[config.mk]
export PLATFORM = sky130hd
export DESIGN_NAME = sha256_prng_byte_generator
export DESIGN_NICKNAME = d
export VERILOG_FILES = /design/src/hdl/s256pbg_pkg.sv /design/src/hdl/s256pbg_ram.sv /design/src/hdl/sha256_prng_byte_generator.sv
export VERILOG_INCLUDE_DIRS = /design/src /design/src/hdl
export SDC_FILE = /design/constraint.sdc
export NUM_CORES = 2
export LEC_CHECK = 0
export ABC_AREA = 1
export ABC_CLOCK_PERIOD_IN_PS = 21200
export BUFFER_PORTS_ARGS = -buffer_cell sky130_fd_sc_hd__buf_2
export CAP_MARGIN = 20
export CORE_ASPECT_RATIO = 1.1
export CORE_MARGIN = 5
export CORE_UTILIZATION = 33
export DETAILED_ROUTE_END_ITERATION = 12
export HOLD_SLACK_MARGIN = 0.15
export PLACE_DENSITY_LB_ADDON = 0.05
export SYNTH_ARGS = -nofsm -noshare
export SYNTH_HDL_FRONTEND = slang
export SYNTH_SLANG_ARGS = --single-unit
[constraint.sdc]
create_clock -name clk -period 21.2 [get_ports clk]
set_input_delay 2.12 -clock clk [delete_from_list [all_inputs] [get_ports clk]]
set_output_delay 2.12 -clock clk [all_outputs]
set_load 0.02 [all_outputs]
[src/hdl/sha256_prng_byte_generator_macros.svh]
// Assertion macros shared by the generator RTL.
// Depends on nothing; each use expects clk and rst_n in scope.
`ifndef SHA256_PRNG_BYTE_GENERATOR_MACROS_SVH
`define SHA256_PRNG_BYTE_GENERATOR_MACROS_SVH

// Condition that holds at every clock edge out of reset.
`define PBG_ASSERT_ALWAYS(lbl, cond, msg) \
  lbl: assert property (@(posedge clk) disable iff (!rst_n) (cond)) else $error(msg);

// Same-cycle implication.
`define PBG_ASSERT_IMPL(lbl, ante, cons, msg) \
  lbl: assert property (@(posedge clk) disable iff (!rst_n) (ante) |-> (cons)) else $error(msg);

// Next-cycle implication.
`define PBG_ASSERT_NEXT(lbl, ante, cons, msg) \
  lbl: assert property (@(posedge clk) disable iff (!rst_n) (ante) |=> (cons)) else $error(msg);

`endif

[src/hdl/s256pbg_pkg.sv]
// Shared types, constants and SHA-256 helper functions for the byte generator.
// Depends on nothing.
package s256pbg_pkg;

  localparam int STATE_BYTES = 32;
  localparam logic [31:0] PAD_WORD   = 32'h8000_0000;
  localparam logic [63:0] CHAIN_BITS = 64'd256;

  typedef logic [31:0] word_t;
  typedef logic [7:0]  byte_t;

  typedef enum logic [2:0] {
    ST_IDLE, ST_SETUP, ST_ROUND, ST_DONE, ST_UPDATE, ST_FIX, ST_EMIT
  } state_t;

  // Which message block the compression engine works on.
  typedef enum logic [2:0] {
    JOB_REFILL, JOB_FULL, JOB_PAD, JOB_TAIL, JOB_FINAL
  } job_t;

  // Layout of one message block.
  typedef struct packed {
    logic [4:0] nw;        // number of leading data words
    logic       pad_en;    // pad word follows the data words
    logic       len_en;    // bit length sits in the last two words
    logic       use_chain; // data words come from the chain state
  } blk_desc_t;

  function automatic word_t rotr(input word_t x, input int n);
    rotr = (x >> n) | (x << (32 - n));
  endfunction

  function automatic word_t bsig0(input word_t x);
    bsig0 = rotr(x, 2) ^ rotr(x, 13) ^ rotr(x, 22);
  endfunction

  function automatic word_t bsig1(input word_t x);
    bsig1 = rotr(x, 6) ^ rotr(x, 11) ^ rotr(x, 25);
  endfunction

  function automatic word_t ssig0(input word_t x);
    ssig0 = rotr(x, 7) ^ rotr(x, 18) ^ (x >> 3);
  endfunction

  function automatic word_t ssig1(input word_t x);
    ssig1 = rotr(x, 17) ^ rotr(x, 19) ^ (x >> 10);
  endfunction

  function automatic word_t byte_swap(input word_t x);
    byte_swap = {x[7:0], x[15:8], x[23:16], x[31:24]};
  endfunction

  function automatic word_t h_init(input logic [2:0] i);
    case (i)
      3'd0: h_init = 32'h6a09e667;
      3'd1: h_init = 32'hbb67ae85;
      3'd2: h_init = 32'h3c6ef372;
      3'd3: h_init = 32'ha54ff53a;
      3'd4: h_init = 32'h510e527f;
      3'd5: h_init = 32'h9b05688c;
      3'd6: h_init = 32'h1f83d9ab;
      default: h_init = 32'h5be0cd19;
    endcase
  endfunction

  function automatic word_t k_round(input logic [5:0] i);
    case (i)
      6'd0:  k_round = 32'h428a2f98; 6'd1:  k_round = 32'h71374491;
      6'd2:  k_round = 32'hb5c0fbcf; 6'd3:  k_round = 32'he9b5dba5;
      6'd4:  k_round = 32'h3956c25b; 6'd5:  k_round = 32'h59f111f1;
      6'd6:  k_round = 32'h923f82a4; 6'd7:  k_round = 32'hab1c5ed5;
      6'd8:  k_round = 32'hd807aa98; 6'd9:  k_round = 32'h12835b01;
      6'd10: k_round = 32'h243185be; 6'd11: k_round = 32'h550c7dc3;
      6'd12: k_round = 32'h72be5d74; 6'd13: k_round = 32'h80deb1fe;
      6'd14: k_round = 32'h9bdc06a7; 6'd15: k_round = 32'hc19bf174;
      6'd16: k_round = 32'he49b69c1; 6'd17: k_round = 32'hefbe4786;
      6'd18: k_round = 32'h0fc19dc6; 6'd19: k_round = 32'h240ca1cc;
      6'd20: k_round = 32'h2de92c6f; 6'd21: k_round = 32'h4a7484aa;
      6'd22: k_round = 32'h5cb0a9dc; 6'd23: k_round = 32'h76f988da;
      6'd24: k_round = 32'h983e5152; 6'd25: k_round = 32'ha831c66d;
      6'd26: k_round = 32'hb00327c8; 6'd27: k_round = 32'hbf597fc7;
      6'd28: k_round = 32'hc6e00bf3; 6'd29: k_round = 32'hd5a79147;
      6'd30: k_round = 32'h06ca6351; 6'd31: k_round = 32'h14292967;
      6'd32: k_round = 32'h27b70a85; 6'd33: k_round = 32'h2e1b2138;
      6'd34: k_round = 32'h4d2c6dfc; 6'd35: k_round = 32'h53380d13;
      6'd36: k_round = 32'h650a7354; 6'd37: k_round = 32'h766a0abb;
      6'd38: k_round = 32'h81c2c92e; 6'd39: k_round = 32'h92722c85;
      6'd40: k_round = 32'ha2bfe8a1; 6'd41: k_round = 32'ha81a664b;
      6'd42: k_round = 32'hc24b8b70; 6'd43: k_round = 32'hc76c51a3;
      6'd44: k_round = 32'hd192e819; 6'd45: k_round = 32'hd6990624;
      6'd46: k_round = 32'hf40e3585; 6'd47: k_round = 32'h106aa070;
      6'd48: k_round = 32'h19a4c116; 6'd49: k_round = 32'h1e376c08;
      6'd50: k_round = 32'h2748774c; 6'd51: k_round = 32'h34b0bcb5;
      6'd52: k_round = 32'h391c0cb3; 6'd53: k_round = 32'h4ed8aa4a;
      6'd54: k_round = 32'h5b9cca4f; 6'd55: k_round = 32'h682e6ff3;
      6'd56: k_round = 32'h748f82ee; 6'd57: k_round = 32'h78a5636f;
      6'd58: k_round = 32'h84c87814; 6'd59: k_round = 32'h8cc70208;
      6'd60: k_round = 32'h90befffa; 6'd61: k_round = 32'ha4506ceb;
      6'd62: k_round = 32'hbef9a3f7; 6'd63: k_round = 32'hc67178f2;
      default: k_round = 32'h0;
    endcase
  endfunction

endpackage

[src/hdl/s256pbg_ram.sv]
// Generic single-write, single-read RAM with a registered read port.
// Depends on nothing.
module s256pbg_ram #(
  parameter int WIDTH = 32,
  parameter int DEPTH = 16
) (
  input  logic                     clk,
  input  logic                     we,
  input  logic [$clog2(DEPTH)-1:0] waddr,
  input  logic [WIDTH-1:0]         wdata,
  input  logic [$clog2(DEPTH)-1:0] raddr,
  output logic [WIDTH-1:0]         rdata
);

  logic [WIDTH-1:0] mem [DEPTH];

  // Write port and registered read port.
  always_ff @(posedge clk) begin
    if (we) begin
      mem[waddr] <= wdata;
    end
    rdata <= mem[raddr];
  end

endmodule

[src/hdl/sha256_prng_byte_generator.sv]
// SHA-256 based pseudo-random byte generator, top level.
// Depends on s256pbg_pkg, s256pbg_ram and sha256_prng_byte_generator_macros.svh.
//
// Usage:
// - Input channel (in_valid/in_ready): in_opcode 0 streams a 32-bit seed word,
//   hashed as four little-endian bytes; in_seed_last ends the seed message.
//   in_opcode 1 requests one random byte.
// - Result channel (out_valid/out_ready): one out_random_byte per request, none
//   for seed words. A finished byte sits in an output register, so the block
//   takes the next item while it waits, as long as it is taken by then.
// - A request served from the buffer gives its byte in the cycle after the
//   transfer. When the 32-byte buffer is empty the block first runs one
//   SHA-256 compression (a setup step, 64 rounds and an add step) and a
//   byte-serial chain update with a fix step, then emits the first byte;
//   it takes no new item until then. The next 31 requests use the buffer.
// - A seed word that fills the 64-byte block held in the seed RAM starts one
//   compression, others none; the last word adds one or two compressions.
// - Reset (rst_n low, synchronous) zeroes chain state and buffer, marks the
//   buffer empty and restarts the seed hash. A stalled receiver holds
//   in_ready low only while a byte is still pending at the next transfer.
module sha256_prng_byte_generator (
  input  logic        clk,
  input  logic        rst_n,
  input  logic        in_valid,
  output logic        in_ready,
  input  logic        in_opcode,
  input  logic [31:0] in_seed_word,
  input  logic        in_seed_last,
  output logic        out_valid,
  input  logic        out_ready,
  output logic [7:0]  out_random_byte
);
  import s256pbg_pkg::*;
  `include "sha256_prng_byte_generator_macros.svh"

  state_t     state_r, state_nxt;
  job_t       job_r, job_nxt;
  logic [5:0] rnd_r;
  word_t      wk_r [8];
  word_t      win_r [16];
  word_t      seed_h_r [8];
  logic [63:0] len_r;
  logic       last_r;
  byte_t      chain_r [STATE_BYTES];
  byte_t      buf_r [STATE_BYTES];
  logic [5:0] rdpos_r;
  logic [4:0] upd_cnt_r;
  logic [1:0] carry_r;
  logic       changed_r;
  logic       out_valid_r;
  byte_t      out_byte_r;

  logic       in_fire;
  logic       ram_we;
  logic [3:0] ram_raddr;
  word_t      ram_rdata;
  blk_desc_t  desc;
  logic [63:0] bit_len;
  word_t      src_word;
  word_t      w_cur;
  word_t      t1, t2;
  word_t      base [8];
  word_t      digest [8];
  logic [9:0] upd_sum;
  byte_t      upd_byte;
  logic       emit_now;

  assign in_fire = in_valid && in_ready;
  assign out_valid = out_valid_r;
  assign out_random_byte = out_byte_r;

  // Seed block storage, written one byte-swapped word per seed transfer.
  s256pbg_ram #(.WIDTH(32), .DEPTH(16)) u_seed_ram (
    .clk   (clk),
    .we    (ram_we),
    .waddr (len_r[5:2]),
    .wdata (byte_swap(in_seed_word)),
    .raddr (ram_raddr),
    .rdata (ram_rdata)
  );

  // Block layout for the current job.
  always_comb begin
    desc = '0;
    case (job_r)
      JOB_REFILL: desc = '{nw: 5'd8, pad_en: 1'b1, len_en: 1'b1, use_chain: 1'b1};
      JOB_FULL:   desc = '{nw: 5'd16, pad_en: 1'b0, len_en: 1'b0, use_chain: 1'b0};
      JOB_PAD:    desc = '{nw: {1'b0, len_r[5:2]}, pad_en: 1'b1, len_en: 1'b0,
                           use_chain: 1'b0};
      JOB_TAIL:   desc = '{nw: 5'd0, pad_en: 1'b0, len_en: 1'b1, use_chain: 1'b0};
      JOB_FINAL:  desc = '{nw: {1'b0, len_r[5:2]}, pad_en: 1'b1, len_en: 1'b1,
                           use_chain: 1'b0};
      default:    desc = '0;
    endcase
  end

  assign bit_len = desc.use_chain ? CHAIN_BITS : {len_r[60:0], 3'b000};

  // Message word for the first 16 rounds.
  always_comb begin
    if ({1'b0, rnd_r[3:0]} < desc.nw) begin
      if (desc.use_chain) begin
        src_word = {chain_r[{rnd_r[2:0], 2'd0}], chain_r[{rnd_r[2:0], 2'd1}],
                    chain_r[{rnd_r[2:0], 2'd2}], chain_r[{rnd_r[2:0], 2'd3}]};
      end else begin
        src_word = ram_rdata;
      end
    end else if (desc.pad_en && ({1'b0, rnd_r[3:0]} == desc.nw)) begin
      src_word = PAD_WORD;
    end else if (desc.len_en && (rnd_r[3:0] == 4'd14)) begin
      src_word = bit_len[63:32];
    end else if (desc.len_en && (rnd_r[3:0] == 4'd15)) begin
      src_word = bit_len[31:0];
    end else begin
      src_word = '0;
    end
  end

  // Message schedule and one compression round.
  always_comb begin
    if (rnd_r < 6'd16) begin
      w_cur = src_word;
    end else begin
      w_cur = win_r[0] + ssig0(win_r[1]) + win_r[9] + ssig1(win_r[14]);
    end
    t1 = wk_r[7] + bsig1(wk_r[4]) + ((wk_r[4] & wk_r[5]) ^ (~wk_r[4] & wk_r[6]))
         + k_round(rnd_r) + w_cur;
    t2 = bsig0(wk_r[0]) + ((wk_r[0] & wk_r[1]) ^ (wk_r[0] & wk_r[2]) ^ (wk_r[1] & wk_r[2]));
  end

  // Chaining value that the compression starts from and adds back.
  always_comb begin
    for (int i = 0; i < 8; i++) begin
      base[i] = (job_r == JOB_REFILL) ? h_init(3'(i)) : seed_h_r[i];
      digest[i] = base[i] + wk_r[i];
    end
  end

  // Signed byte add of the chain update.
  assign upd_sum = {{2{chain_r[0][7]}}, chain_r[0]} + {{2{buf_r[0][7]}}, buf_r[0]}
                   + {{8{carry_r[1]}}, carry_r};
  assign upd_byte = upd_sum[7:0];

  // Next state and job.
  always_comb begin
    state_nxt = state_r;
    job_nxt = job_r;
    case (state_r)
      ST_IDLE: begin
        if (in_fire) begin
          if (in_opcode) begin
            if (rdpos_r[5]) begin
              state_nxt = ST_SETUP;
              job_nxt = JOB_REFILL;
            end
          end else if (len_r[5:2] == 4'd15) begin
            state_nxt = ST_SETUP;
            job_nxt = JOB_FULL;
          end else if (in_seed_last) begin
            state_nxt = ST_SETUP;
            job_nxt = (len_r[5:2] >= 4'd13) ? JOB_PAD : JOB_FINAL;
          end
        end
      end
      ST_SETUP: state_nxt = ST_ROUND;
      ST_ROUND: begin
        if (rnd_r == 6'd63) begin
          state_nxt = ST_DONE;
        end
      end
      ST_DONE: begin
        case (job_r)
          JOB_REFILL: state_nxt = ST_UPDATE;
          JOB_FULL: begin
            if (last_r) begin
              state_nxt = ST_SETUP;
              job_nxt = JOB_FINAL;
            end else begin
              state_nxt = ST_IDLE;
            end
          end
          JOB_PAD: begin
            state_nxt = ST_SETUP;
            job_nxt = JOB_TAIL;
          end
          default: state_nxt = ST_IDLE;
        endcase
      end
      ST_UPDATE: begin
        if (upd_cnt_r == 5'd31) begin
          state_nxt = ST_FIX;
        end
      end
      ST_FIX: state_nxt = ST_EMIT;
      ST_EMIT: state_nxt = ST_IDLE;
      default: state_nxt = ST_IDLE;
    endcase
  end

  // Handshake and memory control.
  always_comb begin
    in_ready = (state_r == ST_IDLE) && (!out_valid_r || out_ready);
    ram_we = in_fire && !in_opcode;
    emit_now = (in_fire && in_opcode && !rdpos_r[5]) || (state_r == ST_EMIT);
    case (state_r)
      ST_ROUND: ram_raddr = rnd_r[3:0] + 4'd1;
      default:  ram_raddr = '0;
    endcase
  end

  // Control registers.
  always_ff @(posedge clk) begin
    if (!rst_n) begin
      state_r <= ST_IDLE;
      job_r <= JOB_REFILL;
      out_valid_r <= 1'b0;
    end else begin
      state_r <= state_nxt;
      job_r <= job_nxt;
      if (emit_now) begin
        out_valid_r <= 1'b1;
      end else if (out_ready) begin
        out_valid_r <= 1'b0;
      end
    end
  end

  // Generator state and compression datapath.
  always_ff @(posedge clk) begin
    if (!rst_n) begin
      rdpos_r <= 6'(STATE_BYTES);
      len_r <= '0;
      for (int i = 0; i < 8; i++) begin
        seed_h_r[i] <= h_init(3'(i));
      end
      for (int i = 0; i < STATE_BYTES; i++) begin
        chain_r[i] <= '0;
        buf_r[i] <= '0;
      end
    end else begin
      case (state_r)
        ST_IDLE: begin
          if (in_fire && in_opcode && !rdpos_r[5]) begin
            out_byte_r <= buf_r[rdpos_r[4:0]];
            rdpos_r <= rdpos_r + 6'd1;
          end
          if (in_fire && !in_opcode) begin
            len_r <= len_r + 64'd4;
            last_r <= in_seed_last;
          end
        end
        ST_SETUP: begin
          for (int i = 0; i < 8; i++) begin
            wk_r[i] <= base[i];
          end
          rnd_r <= '0;
        end
        ST_ROUND: begin
          wk_r[0] <= t1 + t2;
          wk_r[1] <= wk_r[0];
          wk_r[2] <= wk_r[1];
          wk_r[3] <= wk_r[2];
          wk_r[4] <= wk_r[3] + t1;
          wk_r[5] <= wk_r[4];
          wk_r[6] <= wk_r[5];
          wk_r[7] <= wk_r[6];
          for (int i = 0; i < 15; i++) begin
            win_r[i] <= win_r[i + 1];
          end
          win_r[15] <= w_cur;
          rnd_r <= rnd_r + 6'd1;
        end
        ST_DONE: begin
          case (job_r)
            JOB_REFILL: begin
              for (int i = 0; i < 8; i++) begin
                for (int j = 0; j < 4; j++) begin
                  buf_r[4 * i + j] <= digest[i][31 - 8 * j -: 8];
                end
              end
              upd_cnt_r <= '0;
              carry_r <= 2'b01;
              changed_r <= 1'b0;
            end
            JOB_FULL, JOB_PAD: begin
              for (int i = 0; i < 8; i++) begin
                seed_h_r[i] <= digest[i];
              end
            end
            default: begin
              // Seeding done: digest becomes chain state and buffer.
              for (int i = 0; i < 8; i++) begin
                for (int j = 0; j < 4; j++) begin
                  chain_r[4 * i + j] <= digest[i][31 - 8 * j -: 8];
                  buf_r[4 * i + j] <= digest[i][31 - 8 * j -: 8];
                end
                seed_h_r[i] <= h_init(3'(i));
              end
              rdpos_r <= 6'(STATE_BYTES);
              len_r <= '0;
            end
          endcase
        end
        ST_UPDATE: begin
          // Byte 0 is processed, then both arrays rotate down by one byte.
          for (int i = 0; i < STATE_BYTES - 1; i++) begin
            chain_r[i] <= chain_r[i + 1];
            buf_r[i] <= buf_r[i + 1];
          end
          chain_r[STATE_BYTES - 1] <= upd_byte;
          buf_r[STATE_BYTES - 1] <= buf_r[0];
          carry_r <= upd_sum[9:8];
          if (upd_byte != chain_r[0]) begin
            changed_r <= 1'b1;
          end
          upd_cnt_r <= upd_cnt_r + 5'd1;
        end
        ST_FIX: begin
          if (!changed_r) begin
            chain_r[0] <= chain_r[0] + 8'd1;
          end
        end
        ST_EMIT: begin
          out_byte_r <= buf_r[0];
          rdpos_r <= 6'd1;
        end
        default: begin
        end
      endcase
    end
  end

  `PBG_ASSERT_IMPL(a_ram_write_idle, ram_we, state_r == ST_IDLE, "seed RAM written while busy")
  `PBG_ASSERT_ALWAYS(a_len_aligned, len_r[1:0] == 2'b00, "seed length not word aligned")
  `PBG_ASSERT_NEXT(a_emit_pos, state_r == ST_EMIT, out_valid_r && (rdpos_r == 6'd1), "refill emit lost")
  `PBG_ASSERT_NEXT(a_refill_start, in_fire && in_opcode && rdpos_r[5], (state_r == ST_SETUP) && (job_r == JOB_REFILL) && !out_valid_r, "empty buffer not refilled")

endmodule
# After elaboration in Yosys (flattened, before gate mapping)
# Memories as Yosys holds them, arrays and structs flattened. A register that Yosys moved wholly into a read port is not among the register bits.
# Index checks and enable logic that the tools add are counted.
[totals]
rom_bits = 2048
n_memories = 7
word_cells = 626
inputBits = 38
regBits = 100
mem_bits_rw = 2048
[op_classes]
bitwise_logic = 212
reduce_logical = 32
eq_ne = 29
n_mux = 306
addsub = 26
order_cmp = 3
[mem_list]
columns = ["name", "words", "word_bits", "read_ports", "rd_clocked_by_memory_dff", "write_ports", "line_no", "text"]
rows = [
  ["(no name shown)", 64, 32, 1, 1, 0, "s256pbg_pkg.sv:67", "case (i)"],
  ["u_seed_ram.mem", 16, 32, 1, 1, 1, "s256pbg_ram.sv:15", "logic [WIDTH-1:0] mem [DEPTH];"],
  ["win_r", 16, 32, 16, 0, 16, "sha256_prng_byte_generator.sv:40", "word_t win_r [16];"],
  ["buf_r", 32, 8, 33, 1, 32, "sha256_prng_byte_generator.sv:45", "byte_t buf_r [STATE_BYTES];"],
  ["chain_r", 32, 8, 36, 4, 32, "sha256_prng_byte_generator.sv:44", "byte_t chain_r [STATE_BYTES];"],
  ["seed_h_r", 8, 32, 8, 0, 8, "sha256_prng_byte_generator.sv:41", "word_t seed_h_r [8];"],
  ["+1 memories", "-", "-", "-", "-", "-", "-", ""],
]
[ops]
columns = ["op", "n"]
rows = [
  ["$mux W32", 70],
  ["$mux W8", 162],
  ["$add A32 B32 Y32", 18],
  ["$xor A32 B32 Y32", 9],
  ["$mux W64", 3],
  ["$or A1 B1 Y1", 185],
  ["$and A32 B32 Y32", 5],
  ["$pmux W64 S2", 1],
  ["$add A64 B3 Y64 const B", 1],
  ["$mux W3", 14],
  ["$pmux W8 S5", 1],
  ["$mux W5", 7],
  ["$mux W1", 33],
  ["$not A32 Y32", 1],
  ["$or A10 B32 Y32", 1],
  ["$or A13 B32 Y32", 1],
  ["$or A14 B32 Y32", 1],
  ["$or A15 B32 Y32", 1],
  ["$or A19 B32 Y32", 1],
  ["$or A21 B32 Y32", 1],
  ["$or A25 B32 Y32", 1],
  ["$or A26 B32 Y32", 1],
  ["$or A30 B32 Y32", 1],
  ["$or A7 B32 Y32", 1],
  ["other kinds (49)", 88],
]

# Depth between registers and ports, before layout
[logic_depth]
ltp_word = 11
mapped_depth = 54

# By module
# A second synthesis with hierarchy kept.
[hier_totals]
hier_cells = 13968
hier_area_um2 = 124044.0
[modules_own_cells]
columns = ["module", "area_each_um2", "cells_per_inst", "n_inst", "seq_area_each_um2"]
rows = [
  ["sha256_prng_byte_generator", 101313.4, 11848, 1, 46814.9],
  ["s256pbg_ram", 22730.6, 2120, 1, 16015.4],
]

# Worst setup path before layout
# Ideal clock, no wire load.
[synth_timing]
kind = "input to register"
startpoint = "input port rst_n"
endpoint = "memory win_r[0][0] (netlist bit), enable pin"
required_ns = 20.124
path_slack_ns = 3.535
path_stages = 4
path_buffers = 2
arrival_ns = 16.589
setup_time_ns = 1.076
path_cell_list = "inv_2 -> nor2_4 -> clkbuf_1 -> clkbuf_1"
[synth_rtl]
columns = ["element", "line_no", "text"]
rows = [
  ["from (decl)", "sha256_prng_byte_generator.sv:23", "input logic rst_n,"],
  ["to (decl)", "sha256_prng_byte_generator.sv:40", ""],
]

==> out/metrics.csv <==
stage,metric,value,unit
run_status,status,finished clean,
finish,Area Growth Syn to Fin,12.2,%
floorplan,core footprint,0.366,sq mm
worst_setup_path,Critical-path top delay cell,fa_1,
worst_setup_path,CP arrival,12.49,ns
grt,GRT Residual Overflow,0,
floorplan,row count,233,
worst_hold_path,Hold Crit Class,flop to flop,
yosys,Post-Syn Instances,13100,
yosys,Synth Area per Inst,9.22,sq um
cts,clk root buf,clkbuf_16,
worst_setup_path,top fanout value on the critical path,51,
cts,Num CTS Buffers,278,
routing,Residual DRC,0,
finish,fin util,37.2,%
sta,Final Cycle Share,55.3,%
finish,final std cells w/o fill,18100,
worst_setup_path,"Req. time, crit path",21.97,ns
floorplan,Initial Utilization,33.1,%
run,# Max-Cap Violations,0,
floorplan,total die area,0.379,sq mm
sta,RSZ-0062 raised after global routing,no,
grt,vias in the first global route,95500,
routing,drt pass-1 iters,6,
routing,drt total wl,570000,microns
worst_setup_path,critical path launch point type,flop,
finish,"commonest non-fill, non-tap cell in the layout",nand2_1,
yosys,register area share after synthesis,51.8,%
sta,Fin. Hold Viols,0,
yosys,post-synth cell types,72,
routing,Via Count,100000,
cts,# H-tree levels,5,
worst_setup_path,CP bufs+invs,10,
routing,wire length per cell,31.5,microns
sta,final setup fails,0,
yosys,Post-Syn Nets,13800,
routing,Antenna Nets Post-Route,0,
finish,most frequent cells in the layout,"2469 x nand2_1, 1847 x edfxtp_1, 1532 x inv_1",
grt,initial antenna violation count,78,
sta,"Slew Viols, Final",0,
placement,final HPWL from detailed placement,422000,microns
yosys,synthesized area,0.121,sq mm
routing,1st-iter DRT viols,11600,
sta,post-route setup TNS,0,ns
yosys,Post-synth EDFFs,1847,
cts,CTS sink count,2215,
yosys,ys flop type,edfxtp_1,
finish,layout cells sized above 1,7.04,%
cts,"Reg clk slew, reported paths",0.06,ns
worst_setup_path,crit-path max cell delay,0.71,ns
sta,Tmin final,11.72,ns
cts,hold-fix buffers at CTS,0,
grt,largest net degree at the start of global routing,185,
sta,f_max,85.3,MHz
grt,Tot GR Track Use,28.9,%
placement,placed cell count,17600,
floorplan,Ports,48,
worst_setup_path,CP top delay family,adder cells,
placement,Placer Congestion,0.961,
yosys,yosys warns,0,
routing,post-DR vias/cell,5.53,
sta,Worst Tran Pin Value,1.31,ns
sta,clock skew,0.0491,ns
cts,Post-CTS Setup Inserts,0,
cts,clk_lat worst skew,0.95,ns
yosys,Async SR Flop Fraction,0,%
floorplan,Die W,588,microns
yosys,Yosys reg bits,2215,
worst_setup_path,"Top cell by count, worst path",nand2_1,
cts,post_cts resized,0,
finish,layout net count,13700,
grt,first-pass GRT wire length,780000,microns
finish,# fillers,37200,
worst_setup_path,CP Class,flop to flop,
cts,CTS tree,yes,
worst_setup_path,CP Capture Type,flop,
floorplan,Die Ht,646,microns
sta,relative slew slack,12.1,%
placement,PortBufs,47,
cts,Longest Clk Path Bufs,4,
==> final timing paths <==
| kind | startpoint | to | slack (ns) | cells past startpoint |
|---|---|---|---|---|
| setup / recovery | job_r[0]$_SDFFE_PN0P_ | wk_r[0][30]$_DFFE_PP_ | 9.48 | 47 |
| hold / removal | win_r[1][86]$_DFFE_PP_ | win_r[1][54]$_DFFE_PP_ | 0.40 | 0 |
| setup reg to reg | job_r[0]$_SDFFE_PN0P_ | wk_r[0][30]$_DFFE_PP_ | 9.48 | 47 |
| hold reg to reg | win_r[1][86]$_DFFE_PP_ | win_r[1][54]$_DFFE_PP_ | 0.40 | 0 |
==> registers in the layout, summed over array words and instances (netlist names), 5 cells and up, named ones only <==
register	count
len_r	59
out_random_byte	8
rdpos_r	6
chain_r	256
u_seed_ram.mem	512
wk_r	256
buf_r	256
rnd_r	6
upd_cnt_r	5
seed_h_r	256
u_seed_ram.rdata	32
win_r	512
==> kinds of logic (layout without fill, tap and decap cells) <==
group	count (synthesis)	in the layout	synth area share [%]
AOI/OAI and AO/OA	3102	3102	14.6
xor gates and xnor gates	527	527	3.81
adders and majority gates	616	616	7.62
buffers and inverters	2184	2313	6.84
DFF	2215	2215	51.8
other	0	19	0
and+or+nand+nor	4502	4502	15.3
==> through the flow <==
step	area (sq um)	setup slack, ns	hold slack, ns
2_1_floorplan	121000	3.53	0.400
6_report	136000	9.48	0.404
4_1_cts	136000	9.54	0.407
5_1_grt	136000	8.89	0.414
3_5_place_dp	127000	9.64	0.405
3_3_place_gp	127000	9.60	0.400
==> Yosys cell counts (all sizes together), types with 149 or more instances <==
master  number  area, sq um
a21oi      784         3920
clkbuf     498         1870
dfxtp      368         7370
edfxtp    1847        55500
fa         204         4080
ha         411         5140
inv       1564         5870
nand2     2486         9360
nand3      458         2320
nor2      1149         4410
o211ai     149         1120
o21ai     1419         7110
o22ai      234         1460
or2        170         1060
xnor2      240         2100
xor2       287         2510
==> worst reg2reg max path, delay by kind of cell (launching register included) <==
kind / cells / cell delay [ns]
compound gates: 7 / 2.40
fa+ha+maj: 7 / 3.18
xor+xnor: 2 / 0.55
flops: 1 / 0.35
simple gates: 21 / 3.09
buf+inv: 10 / 2.03
==> per-layer routing <==
| layer | routed length (microns) | track usage, % | up-vias |
|---|---|---|---|
| li1 | - | - | 44800 |
| met1 | 251000 | 40.6 | 50200 |
| met2 | 253000 | 45.3 | 4277 |
| met3 | 42000 | 4.69 | 777 |
| met4 | 23700 | 9.84 | 18 |
| met5 | 120 | 0 | - |
==> final cells by class <==
| class | count | area (sq um) | area share, % |
|---|---|---|---|
| repair buffers | 243 | 1830 | 1.35 |
| flip-flops and latches | 2215 | 62800 | 46.2 |
| clock inverters | 147 | 1390 | 1.02 |
| multi-input cells | 8747 | 50400 | 37.0 |
| well taps | 4817 | 6030 | 4.43 |
| inverters | 1568 | 5920 | 4.35 |
| diodes | 19 | 47.5 | 0.0349 |
| clock buffers | 355 | 7610 | 5.60 |
Power is not shown: default switching activity piles up to over one toggle a cycle in this logic, so the estimate is an artifact.
